--- src/sv/crrt_pkg.sv ---
package crrt_pkg;

  localparam int RingDepthDefault = 256;
  localparam int SumWidth = 20;
  localparam logic [SumWidth-1:0] SumMax = '1;

  localparam logic [2:0] CMD_INS_POSTED = 3'd0;
  localparam logic [2:0] CMD_INS_ORPHAN = 3'd1;
  localparam logic [2:0] CMD_SET_TIME   = 3'd2;
  localparam logic [2:0] CMD_RELEASE    = 3'd3;
  localparam logic [2:0] CMD_SWEEP      = 3'd4;
  localparam logic [2:0] CMD_QUERY      = 3'd5;

  localparam logic CFG_TS_ENABLE = 1'b0;
  localparam logic CFG_FIRST_ID  = 1'b1;

  typedef struct packed {
    logic [2:0]  command;
    logic [31:0] record_id;
    logic [11:0] posted_requests;
    logic        signaled_tail;
    logic [15:0] callback_tag;
    logic [15:0] batch_count;
    logic [47:0] byte_total;
    logic [47:0] post_time;
  } in_item_t;

  typedef struct packed {
    logic [31:0] assigned_id;
    logic        found;
    logic        overwrite_flag;
    logic [15:0] tag_out;
    logic [15:0] batch_out;
    logic [47:0] bytes_out;
    logic [47:0] time_out;
    logic [19:0] released_requests;
    logic        orphan_present;
  } out_item_t;

  // Controller to datapath.
  typedef struct packed {
    logic load_item;   // capture accepted item
    logic rd_issue;    // read slot at item index
    logic apply;       // modify-write slot from read data, build result
    logic scan_rd;     // read slot at scan index
    logic scan_step;   // evaluate scan read data
    logic scan_start;  // clear scan accumulators
    logic finish_scan; // build scan result
    logic out_take;    // result transferred
  } crrt_cmd_t;

  typedef struct packed {
    logic scan_last;
    logic out_full;
    logic is_scan;
    logic clearing;
  } crrt_stat_t;

endpackage

--- src/sv/crrt_ctrl.sv ---
module crrt_ctrl (
  input  logic                 clk,
  input  logic                 rst_n,
  input  logic                 in_valid,
  output logic                 in_stall,
  input  logic                 out_stall,
  input  crrt_pkg::crrt_stat_t stat,
  output crrt_pkg::crrt_cmd_t  cmd
);
  import crrt_pkg::*;

  localparam logic [2:0] ST_IDLE = 3'd0;
  localparam logic [2:0] ST_READ = 3'd1;
  localparam logic [2:0] ST_APPLY = 3'd2;
  localparam logic [2:0] ST_SCAN = 3'd3;
  localparam logic [2:0] ST_SCAN_END = 3'd4;

  logic [2:0] state_r, state_nxt;
  logic accept;

  assign in_stall = (state_r != ST_IDLE) || stat.out_full || stat.clearing;
  assign accept = in_valid && !in_stall;

  always_comb begin
    cmd = '0;
    state_nxt = state_r;
    cmd.out_take = stat.out_full && !out_stall;
    unique case (state_r)
      ST_IDLE: begin
        if (accept) begin
          cmd.load_item = 1'b1;
          state_nxt = ST_READ;
        end
      end
      ST_READ: begin
        if (stat.is_scan) begin
          cmd.scan_start = 1'b1;
          cmd.scan_rd = 1'b1;
          state_nxt = ST_SCAN;
        end else begin
          cmd.rd_issue = 1'b1;
          state_nxt = ST_APPLY;
        end
      end
      ST_APPLY: begin
        cmd.apply = 1'b1;
        state_nxt = ST_IDLE;
      end
      ST_SCAN: begin
        cmd.scan_step = 1'b1;
        cmd.scan_rd = !stat.scan_last;
        if (stat.scan_last) state_nxt = ST_SCAN_END;
      end
      ST_SCAN_END: begin
        cmd.finish_scan = 1'b1;
        state_nxt = ST_IDLE;
      end
      default: state_nxt = ST_IDLE;
    endcase
  end

  always_ff @(posedge clk) begin
    if (!rst_n) state_r <= ST_IDLE;
    else state_r <= state_nxt;
  end

endmodule

--- config.mk ---
export PLATFORM = sky130hd
export DESIGN_NAME = crrt_ctrl
export DESIGN_NICKNAME = d
export VERILOG_FILES = /design/src/sv/crrt_pkg.sv /design/src/sv/crrt_ctrl.sv
export SDC_FILE = /design/constraint.sdc
export NUM_CORES = 1
export LEC_CHECK = 0
export ABC_CLOCK_PERIOD_IN_PS = 1400
export BUFFER_PORTS_ARGS = -buffer_cell sky130_fd_sc_hd__buf_2
export CORE_AREA = 2 2 39 41
export DETAILED_ROUTE_END_ITERATION = 10
export DIE_AREA = 0 0 41 43
export HOLD_SLACK_MARGIN = 0.15
export PLACE_DENSITY = 0.5
export SKIP_LAST_GASP = 1
export SYNTH_ARGS = -nofsm -noshare
export SYNTH_HDL_FRONTEND = slang
export SYNTH_SLANG_ARGS = --single-unit
export TNS_END_PERCENT = 10
--- constraint.sdc ---
create_clock -name clk -period 1.4 [get_ports clk]
set_input_delay 0.28 -clock clk [delete_from_list [all_inputs] [get_ports clk]]
set_output_delay 0.28 -clock clk [all_outputs]
set_load 0.1 [all_outputs]
==> impl_results.html, run 1 <==
<table>
<tr><th>Metric</th><th>Value</th></tr>
<tr><th colspan="2">Floorplan</th></tr>
<tr><td>Count of boundary I/O pins</td><td>17</td></tr>
<tr><td>Full die area</td><td>0.00176 mm²</td></tr>
<tr><td>Die width</td><td>41 µm</td></tr>
<tr><td>Vert. Die Dim</td><td>43 µm</td></tr>
<tr><td>Area inside the core boundary</td><td>0.00138 mm²</td></tr>
<tr><td>Starting density of the core</td><td>15.6%</td></tr>
<tr><td>Number of placement rows</td><td>14</td></tr>
<tr><th colspan="2">Detailed routing</th></tr>
<tr><td>Iteration count of the initial detailed-routing pass</td><td>3</td></tr>
<tr><td>Wirelength, routed</td><td>586 µm</td></tr>
<tr><td>DRC violations left</td><td>0</td></tr>
<tr><td>Detail-routed net length per standard cell</td><td>8.37 µm</td></tr>
<tr><td>Iteration-0 DRC Markers</td><td>2</td></tr>
<tr><td>Mean number of vias per cell</td><td>3.97</td></tr>
<tr><td>Vias after detailed routing</td><td>278</td></tr>
<tr><td>Antenna Violating Nets Remaining</td><td>0</td></tr>
<tr><th colspan="2">Clock network</th></tr>
<tr><td>Clock Sink Count</td><td>3</td></tr>
<tr><td>Clock tree root buffer cell</td><td>clkbuf_4</td></tr>
<tr><td>Clock buffers created by TritonCTS</td><td>3</td></tr>
<tr><td>TritonCTS clock tree</td><td>yes</td></tr>
<tr><td>Later-pin clock latency in the skew report</td><td>0.23 ns</td></tr>
<tr><td>Clock Tree Buf Depth</td><td>2</td></tr>
<tr><td>Post-CTS repair timing setup buffer count</td><td>0</td></tr>
<tr><td>Depth of the CTS H-tree</td><td>1</td></tr>
<tr><td>Post-CTS Hold Fix Bufs</td><td>0</td></tr>
<tr><td>Clock-pin transition on the worst setup and hold timing paths</td><td>0.03 ns</td></tr>
<tr><th colspan="2">Finish</th></tr>
<tr><td>Net total in the final layout</td><td>63</td></tr>
<tr><td>Share of the core filled with cells</td><td>41.0%</td></tr>
<tr><td>Register with the highest flop count</td><td>state_r</td></tr>
<tr><td>Antenna diodes</td><td>0</td></tr>
<tr><td>Most used cells in the layout excluding fill and tap cells</td><td>9 x buf_12, 7 x buf_2, 7 x buf_4</td></tr>
<tr><td>Most common cell after layout, fill and taps aside</td><td>buf_12</td></tr>
<tr><td>Fraction of final layout cells with drive strength greater than 1</td><td>72.2%</td></tr>
<tr><td>Largest register FFs</td><td>3</td></tr>
<tr><td>Layout Area Growth over Synthesis</td><td>163%</td></tr>
<tr><td>Registers with the most flip-flops</td><td>state_r x3</td></tr>
<tr><th colspan="2">Global route</th></tr>
<tr><td>GRT Resource Usage Total</td><td>8.63%</td></tr>
<tr><td>Antenna violations before repair</td><td>0</td></tr>
<tr><td>Vias in the first global route</td><td>264</td></tr>
<tr><td>Maximum number of pins on one net before global-route repair</td><td>9</td></tr>
<tr><td>First-pass GRT wire length</td><td>959 µm</td></tr>
<tr><td>Total overflow reported by the global router</td><td>0</td></tr>
<tr><th colspan="2">Yosys</th></tr>
<tr><td>Syn Area/Cell</td><td>7.69 µm²</td></tr>
<tr><td>Total number of yosys warnings</td><td>0</td></tr>
<tr><td>Distinct cell type count after synthesis</td><td>18</td></tr>
<tr><td>Syn Std Cell Area</td><td>215 µm²</td></tr>
<tr><td>Net count after synthesis</td><td>36</td></tr>
<tr><td>Synthesized flop and latch total</td><td>3</td></tr>
<tr><td>Number of cells produced by synthesis</td><td>28</td></tr>
<tr><td>Post-synthesis sequential area ratio</td><td>27.9%</td></tr>
<tr><th colspan="2">Power</th></tr>
<tr><td>Largest voltage drop on the vdd net</td><td>0.274 mV</td></tr>
<tr><td>Total power consumption of the routed design</td><td>371 µW</td></tr>
<tr><td>P per Cell Area</td><td>654 mW/mm²</td></tr>
<tr><td>Reported leakage power</td><td>0.250 nW</td></tr>
<tr><th colspan="2">Status</th></tr>
<tr><td>Run status</td><td>finished, violations left</td></tr>
<tr><td>Violations in the final reports</td><td>setup timing</td></tr>
<tr><th colspan="2">Place</th></tr>
<tr><td>HPWL Detailed</td><td>503 µm</td></tr>
<tr><td>Last weighted congestion value of the routability-driven placer</td><td>0.662</td></tr>
<tr><td>Number of port buffers</td><td>16</td></tr>
<tr><th colspan="2">Worst hold path</th></tr>
<tr><td>Type of the tightest min-delay check</td><td>in2reg</td></tr>
<tr><th colspan="2">STA</th></tr>
<tr><td>Count of final setup violators</td><td>8</td></tr>
<tr><td>Maximum achievable frequency</td><td>0.628 GHz</td></tr>
<tr><td>Transition time at the pin with the least slew margin</td><td>0.197 ns</td></tr>
<tr><td>Unrepaired setup endpoints after global routing</td><td>yes</td></tr>
<tr><td>Final worst path period share</td><td>114%</td></tr>
<tr><td>Worst-case clock skew</td><td>0.00153 ns</td></tr>
<tr><td>Final hold violation count</td><td>0</td></tr>
<tr><td>Slew headroom</td><td>86.9%</td></tr>
<tr><td>Post-layout minimum cycle time</td><td>1.59 ns</td></tr>
<tr><td>Total Neg Setup Slack</td><td>-0.730 ns</td></tr>
<tr><td>Final worst slack</td><td>-0.192 ns</td></tr>
<tr><td>Pins Over Slew Limit</td><td>0</td></tr>
<tr><th colspan="2">Worst setup path</th></tr>
<tr><td>Data arrival time of the worst path</td><td>1.31 ns</td></tr>
<tr><td>Worst path required time</td><td>1.12 ns</td></tr>
<tr><td>Sort of element at the end of the critical path</td><td>output port</td></tr>
<tr><td>Maximum fanout along the worst path</td><td>2</td></tr>
<tr><td>Worst Path Class, Setup</td><td>reg2out</td></tr>
<tr><td>Startpoint type of the worst setup path</td><td>flip-flop</td></tr>
<tr><th colspan="2">Job</th></tr>
<tr><td>Max capacitance violation total</td><td>0</td></tr>
</table>
-- cell families (layout without fill, tap and decap cells) --
group | after synthesis | count (layout) | synth area share, %
AO/OA/AOI/OAI | 3 | 3 | 9.30
flip-flops | 3 | 3 | 27.9
buffers and inverters | 5 | 31 | 11.0
AND/OR/NAND/NOR | 17 | 17 | 51.7
-- layer usage --
| layer | vias up | routed length (µm) | track usage, % |
|---|---|---|---|
| li1 | 144 | - | - |
| met1 | 127 | 222 | 10.6 |
| met2 | 7 | 329 | 10.9 |
| met3 | 0 | 33 | 3.14 |
| met4 | 0 | 0 | 8.00 |
| met5 | - | 0 | 0 |
-- stage by stage --
stage | instance area (µm²) | hold slack (ns) | setup WS, ns | instances
floorplan | 243 | 0.378 | -0.297 | 28
global placement | 510 | 0.497 | -0.0439 | 66
detailed placement | 510 | 0.505 | -0.0572 | 66
CTS | 561 | 0.255 | -0.212 | 70
global route | 567 | 0.263 | -0.228 | 70
finish | 567 | 0.259 | -0.192 | 70
-- synthesized netlist by cell type --
cell type | n | share of area [%]
or4b_1 | 1 | 4.7
a211oi_1 | 1 | 3.5
nor2_1 | 1 | 1.7
nor3_1 | 2 | 4.7
nor2b_1 | 3 | 8.7
inv_1 | 3 | 5.2
dfxtp_1 | 3 | 28
nor2_2 | 1 | 2.9
o21ai_0 | 1 | 2.3
buf_2 | 1 | 2.3
nor4b_2 | 1 | 7.0
a21boi_1 | 1 | 3.5
buf_4 | 1 | 3.5
nand2_1 | 3 | 5.2
nand3_1 | 1 | 2.3
nor3b_1 | 2 | 7.0
and2b_2 | 1 | 4.1
and3_2 | 1 | 3.5
-- final timing paths --
path / startpoint / end / slack (ns) / cells past startpoint
worst max-delay path: state_r[1] / in_stall / -0.19 / 3
worst max register to register: state_r[0] / state_r[0] / 0.37 / 4
worst min register to register: state_r[2] / state_r[2] / 0.54 / 2
worst min-delay path: stat[3] / state_r[1] / 0.26 / 2
-- worst max-delay path, cell delays in order, from the launching register on --
cell	delay (ns)
dfxtp_2	0.31
nor2_2	0.10
or4b_4	0.48
buf_12	0.18
-- cell type report --
type,instances,area (µm²)
Multi-Input combinational cell,20,168
Sequential cell,3,62.6
Fill cell,137,817
Clock buffer,4,26.3
Tap cell,16,20.0
Timing Repair Buffer,24,279
Inverter,3,11.3
-- report_power, final --
| group | internal (mW) | leakage (nW) | total [mW] | switching (mW) |
|---|---|---|---|---|
| Sequential | 0.0879 | 0.0253 | 0.0894 | 0.00142 |
| Combinational | 0.0530 | 0.209 | 0.131 | 0.0778 |
| Clock | 0.107 | 0.0150 | 0.151 | 0.0440 |
-- repair_timing --
item,in CTS,in global routing
resized for setup,7,3
setup endpoints to repair,8,8
pin swaps,0,1
No activity file was read; power rests on OpenSTA's default activity.
==> inputs of run 2 (changes only) <==
--- a/config.mk
+++ b/config.mk
@@ -6,12 +6,12 @@
 export NUM_CORES = 1
 export LEC_CHECK = 0
 export ABC_CLOCK_PERIOD_IN_PS = 1400
-export BUFFER_PORTS_ARGS = -buffer_cell sky130_fd_sc_hd__buf_2
 export CORE_AREA = 2 2 39 41
 export DETAILED_ROUTE_END_ITERATION = 10
 export DIE_AREA = 0 0 41 43
+export DONT_BUFFER_PORTS = 1
 export HOLD_SLACK_MARGIN = 0.15
-export PLACE_DENSITY = 0.5
+export PLACE_DENSITY = 0.39
 export SKIP_LAST_GASP = 1
 export SYNTH_ARGS = -nofsm -noshare
 export SYNTH_HDL_FRONTEND = slang
==> impl_results.html, run 2 (synthesis gave the netlist of run 1 again) <==
<table>
<tr><th>Metric</th><th>Value</th></tr>
<tr><th colspan="2">STA</th></tr>
<tr><td>Maximum achievable frequency</td><td>0.624 GHz (-0.74%)</td></tr>
<tr><td>Pins Over Slew Limit</td><td>0 (unchanged)</td></tr>
<tr><td>Final worst slack</td><td>-0.203 ns (-0.0119 ns)</td></tr>
<tr><td>Final hold violation count</td><td>0 (unchanged)</td></tr>
<tr><td>Hold WS</td><td>0.189 ns (-0.0700 ns)</td></tr>
<tr><td>Final worst path period share</td><td>115% (+0.85 points)</td></tr>
<tr><td>Unrepaired setup endpoints after global routing</td><td>yes</td></tr>
<tr><td>Worst-case clock skew</td><td>0.00116 ns (-0.000371 ns)</td></tr>
<tr><td>Total Neg Setup Slack</td><td>-0.836 ns (-0.106 ns)</td></tr>
<tr><td>Post-layout minimum cycle time</td><td>1.60 ns (+0.0119 ns)</td></tr>
<tr><td>Transition time at the pin with the least slew margin</td><td>0.278 ns (+0.0813 ns)</td></tr>
<tr><td>Count of final setup violators</td><td>8 (unchanged)</td></tr>
<tr><td>Slew headroom</td><td>81.6% (-5.2 points)</td></tr>
<tr><th colspan="2">Floorplan</th></tr>
<tr><td>Area inside the core boundary</td><td>0.00138 mm² (unchanged)</td></tr>
<tr><td>Die width</td><td>41 µm (unchanged)</td></tr>
<tr><td>Number of placement rows</td><td>14 (unchanged)</td></tr>
<tr><td>Vert. Die Dim</td><td>43 µm (unchanged)</td></tr>
<tr><td>Starting density of the core</td><td>15.6% (unchanged)</td></tr>
<tr><td>Count of boundary I/O pins</td><td>17 (unchanged)</td></tr>
<tr><td>Full die area</td><td>0.00176 mm² (unchanged)</td></tr>
<tr><th colspan="2">Worst setup path</th></tr>
<tr><td>Slowest Stage Delay on Critical Path</td><td>0.48 ns (about the same)</td></tr>
<tr><td>Maximum fanout along the worst path</td><td>3 (+1)</td></tr>
<tr><td>Cell family with the largest share of critical-path delay</td><td>simple AND/OR/NAND/NOR gates</td></tr>
<tr><td>Worst path required time</td><td>1.12 ns (about the same)</td></tr>
<tr><td>Worst Path Class, Setup</td><td>reg2out</td></tr>
<tr><td>Data arrival time of the worst path</td><td>1.32 ns (about the same)</td></tr>
<tr><td>Startpoint type of the worst setup path</td><td>flip-flop</td></tr>
<tr><td>Sort of element at the end of the critical path</td><td>output port</td></tr>
<tr><td>Chain of cells forming the critical path</td><td>nor2_2, or4b_4, buf_12</td></tr>
<tr><td>Buffers and inverters on the worst path</td><td>1 (unchanged)</td></tr>
<tr><td>Master of the slowest instance on the critical path</td><td>or4b_4</td></tr>
<tr><th colspan="2">Detailed routing</th></tr>
<tr><td>Mean number of vias per cell</td><td>4.02 (+1.1%)</td></tr>
<tr><td>Detail-routed net length per standard cell</td><td>9.08 µm (+8.5%)</td></tr>
<tr><td>Antenna Violating Nets Remaining</td><td>0 (unchanged)</td></tr>
<tr><td>Iteration count of the initial detailed-routing pass</td><td>1 (-2)</td></tr>
<tr><td>DRC violations left</td><td>0 (unchanged)</td></tr>
<tr><td>Iteration-0 DRC Markers</td><td>0 (-2)</td></tr>
<tr><td>Wirelength, routed</td><td>563 µm (-3.9%)</td></tr>
<tr><td>Vias after detailed routing</td><td>249 (-10%)</td></tr>
<tr><th colspan="2">Global route</th></tr>
<tr><td>Maximum number of pins on one net before global-route repair</td><td>7 (-2)</td></tr>
<tr><td>Vias in the first global route</td><td>245 (-7.2%)</td></tr>
<tr><td>First-pass GRT wire length</td><td>979 µm (+2.1%)</td></tr>
<tr><td>Antenna violations before repair</td><td>0 (unchanged)</td></tr>
<tr><td>GRT Resource Usage Total</td><td>8.14% (-0.49 points)</td></tr>
<tr><td>Total overflow reported by the global router</td><td>0 (unchanged)</td></tr>
<tr><th colspan="2">Worst hold path</th></tr>
<tr><td>Type of the tightest min-delay check</td><td>in2reg</td></tr>
<tr><th colspan="2">Finish</th></tr>
<tr><td>Fraction of final layout cells with drive strength greater than 1</td><td>60.9% (-11 points)</td></tr>
<tr><td>Registers with the most flip-flops</td><td>state_r x3</td></tr>
<tr><td>Most used cells in the layout excluding fill and tap cells</td><td>7 x buf_4, 7 x buf_12</td></tr>
<tr><td>Share of the core filled with cells</td><td>37.1% (-3.9 points)</td></tr>
<tr><td>Antenna diodes</td><td>0 (unchanged)</td></tr>
<tr><td>Largest register FFs</td><td>3 (unchanged)</td></tr>
<tr><td>Net total in the final layout</td><td>55 (-13%)</td></tr>
<tr><td>Register with the highest flop count</td><td>state_r</td></tr>
<tr><td>Layout Area Growth over Synthesis</td><td>138%</td></tr>
<tr><th colspan="2">Place</th></tr>
<tr><td>Last weighted congestion value of the routability-driven placer</td><td>0.678 (+2.5%)</td></tr>
<tr><td>Setup slack at placement</td><td>-0.0000748 ns (+0.0571 ns)</td></tr>
<tr><td>HPWL Detailed</td><td>486 µm (-3.3%)</td></tr>
<tr><td>Number of port buffers</td><td>0 (-16)</td></tr>
<tr><th colspan="2">Clock network</th></tr>
<tr><td>Depth of the CTS H-tree</td><td>1 (unchanged)</td></tr>
<tr><td>Clock-pin transition on the worst setup and hold timing paths</td><td>0.04 ns (about the same)</td></tr>
<tr><td>Clock buffers created by TritonCTS</td><td>3 (unchanged)</td></tr>
<tr><td>TritonCTS clock tree</td><td>yes</td></tr>
<tr><td>Clock Tree Buf Depth</td><td>2 (unchanged)</td></tr>
<tr><td>Later-pin clock latency in the skew report</td><td>0.23 ns (about the same)</td></tr>
<tr><td>Clock Sink Count</td><td>3 (unchanged)</td></tr>
<tr><td>Clock tree root buffer cell</td><td>clkbuf_4</td></tr>
<tr><th colspan="2">Power</th></tr>
<tr><td>Reported leakage power</td><td>0.215 nW (-14%)</td></tr>
<tr><td>P per Cell Area</td><td>687 mW/mm² (+4.9%)</td></tr>
<tr><td>Largest voltage drop on the vdd net</td><td>0.508 mV (+86%)</td></tr>
<tr><td>Total power consumption of the routed design</td><td>352 µW (-5.0%)</td></tr>
<tr><th colspan="2">Status</th></tr>
<tr><td>Run status</td><td>finished, violations left</td></tr>
<tr><td>Violations in the final reports</td><td>setup timing</td></tr>
<tr><th colspan="2">Job</th></tr>
<tr><td>Max capacitance violation total</td><td>0 (unchanged)</td></tr>
</table>
## run 2: repair_timing
action / CTS / global route
hold endpoints to repair: 1 / 0
endpoints found under the setup margin: 8 / 8
hold buffers: 1 / 0
setup buffers: 0 / 0
gates resized for setup: 2 / 0
## run 2: where the power goes
| group | internal [mW] | switching [mW] | leakage (nW) |
|---|---|---|---|
| clock | 0.107 | 0.0447 | 0.0150 |
| combinational | 0.0413 | 0.0698 | 0.175 |
| sequential | 0.0878 | 0.00178 | 0.0243 |
## run 2: layer usage
layer	global-route usage (%)	share of wire (%)	routed length (µm)	vias up
li1	-	-	-	130
met1	10.0	39	222	110
met2	10.6	52	290	9
met3	5.24	8.9	50	0
met4	4.00	0	0	0
met5	0	0	0	-
## run 2: final timing paths
check / startpoint / endpoint / slack (ns) / cells after the start
min: rst_n / state_r[1] / 0.19 / 2
max: state_r[2] / in_stall / -0.20 / 3
max reg2reg: state_r[0] / state_r[1] / 0.40 / 4
min reg2reg: state_r[2] / state_r[2] / 0.61 / 2
## run 2: metrics by stage
stage	std cells	instance area [µm²]
2_1_floorplan	28	243
3_3_place_gp	57	473
3_5_place_dp	57	473
4_1_cts	62	513
5_1_grt	62	513
6_report	62	513
## run 2: final cells by class
type | instances | area, µm²
tap | 16 | 20.0
fill | 144 | 871
multi-input combinational | 20 | 168
inverter | 3 | 11.3
clock buffer | 4 | 26.3
sequential | 3 | 60.1
timing repair buffer | 16 | 228
## run 2: worst reg2reg max path, stage by stage, from the launching register on
cell,delay [ns]
dfxtp_1,0.36
buf_4,0.16
buf_4,0.13
nand2_1,0.05
a211oi_1,0.20
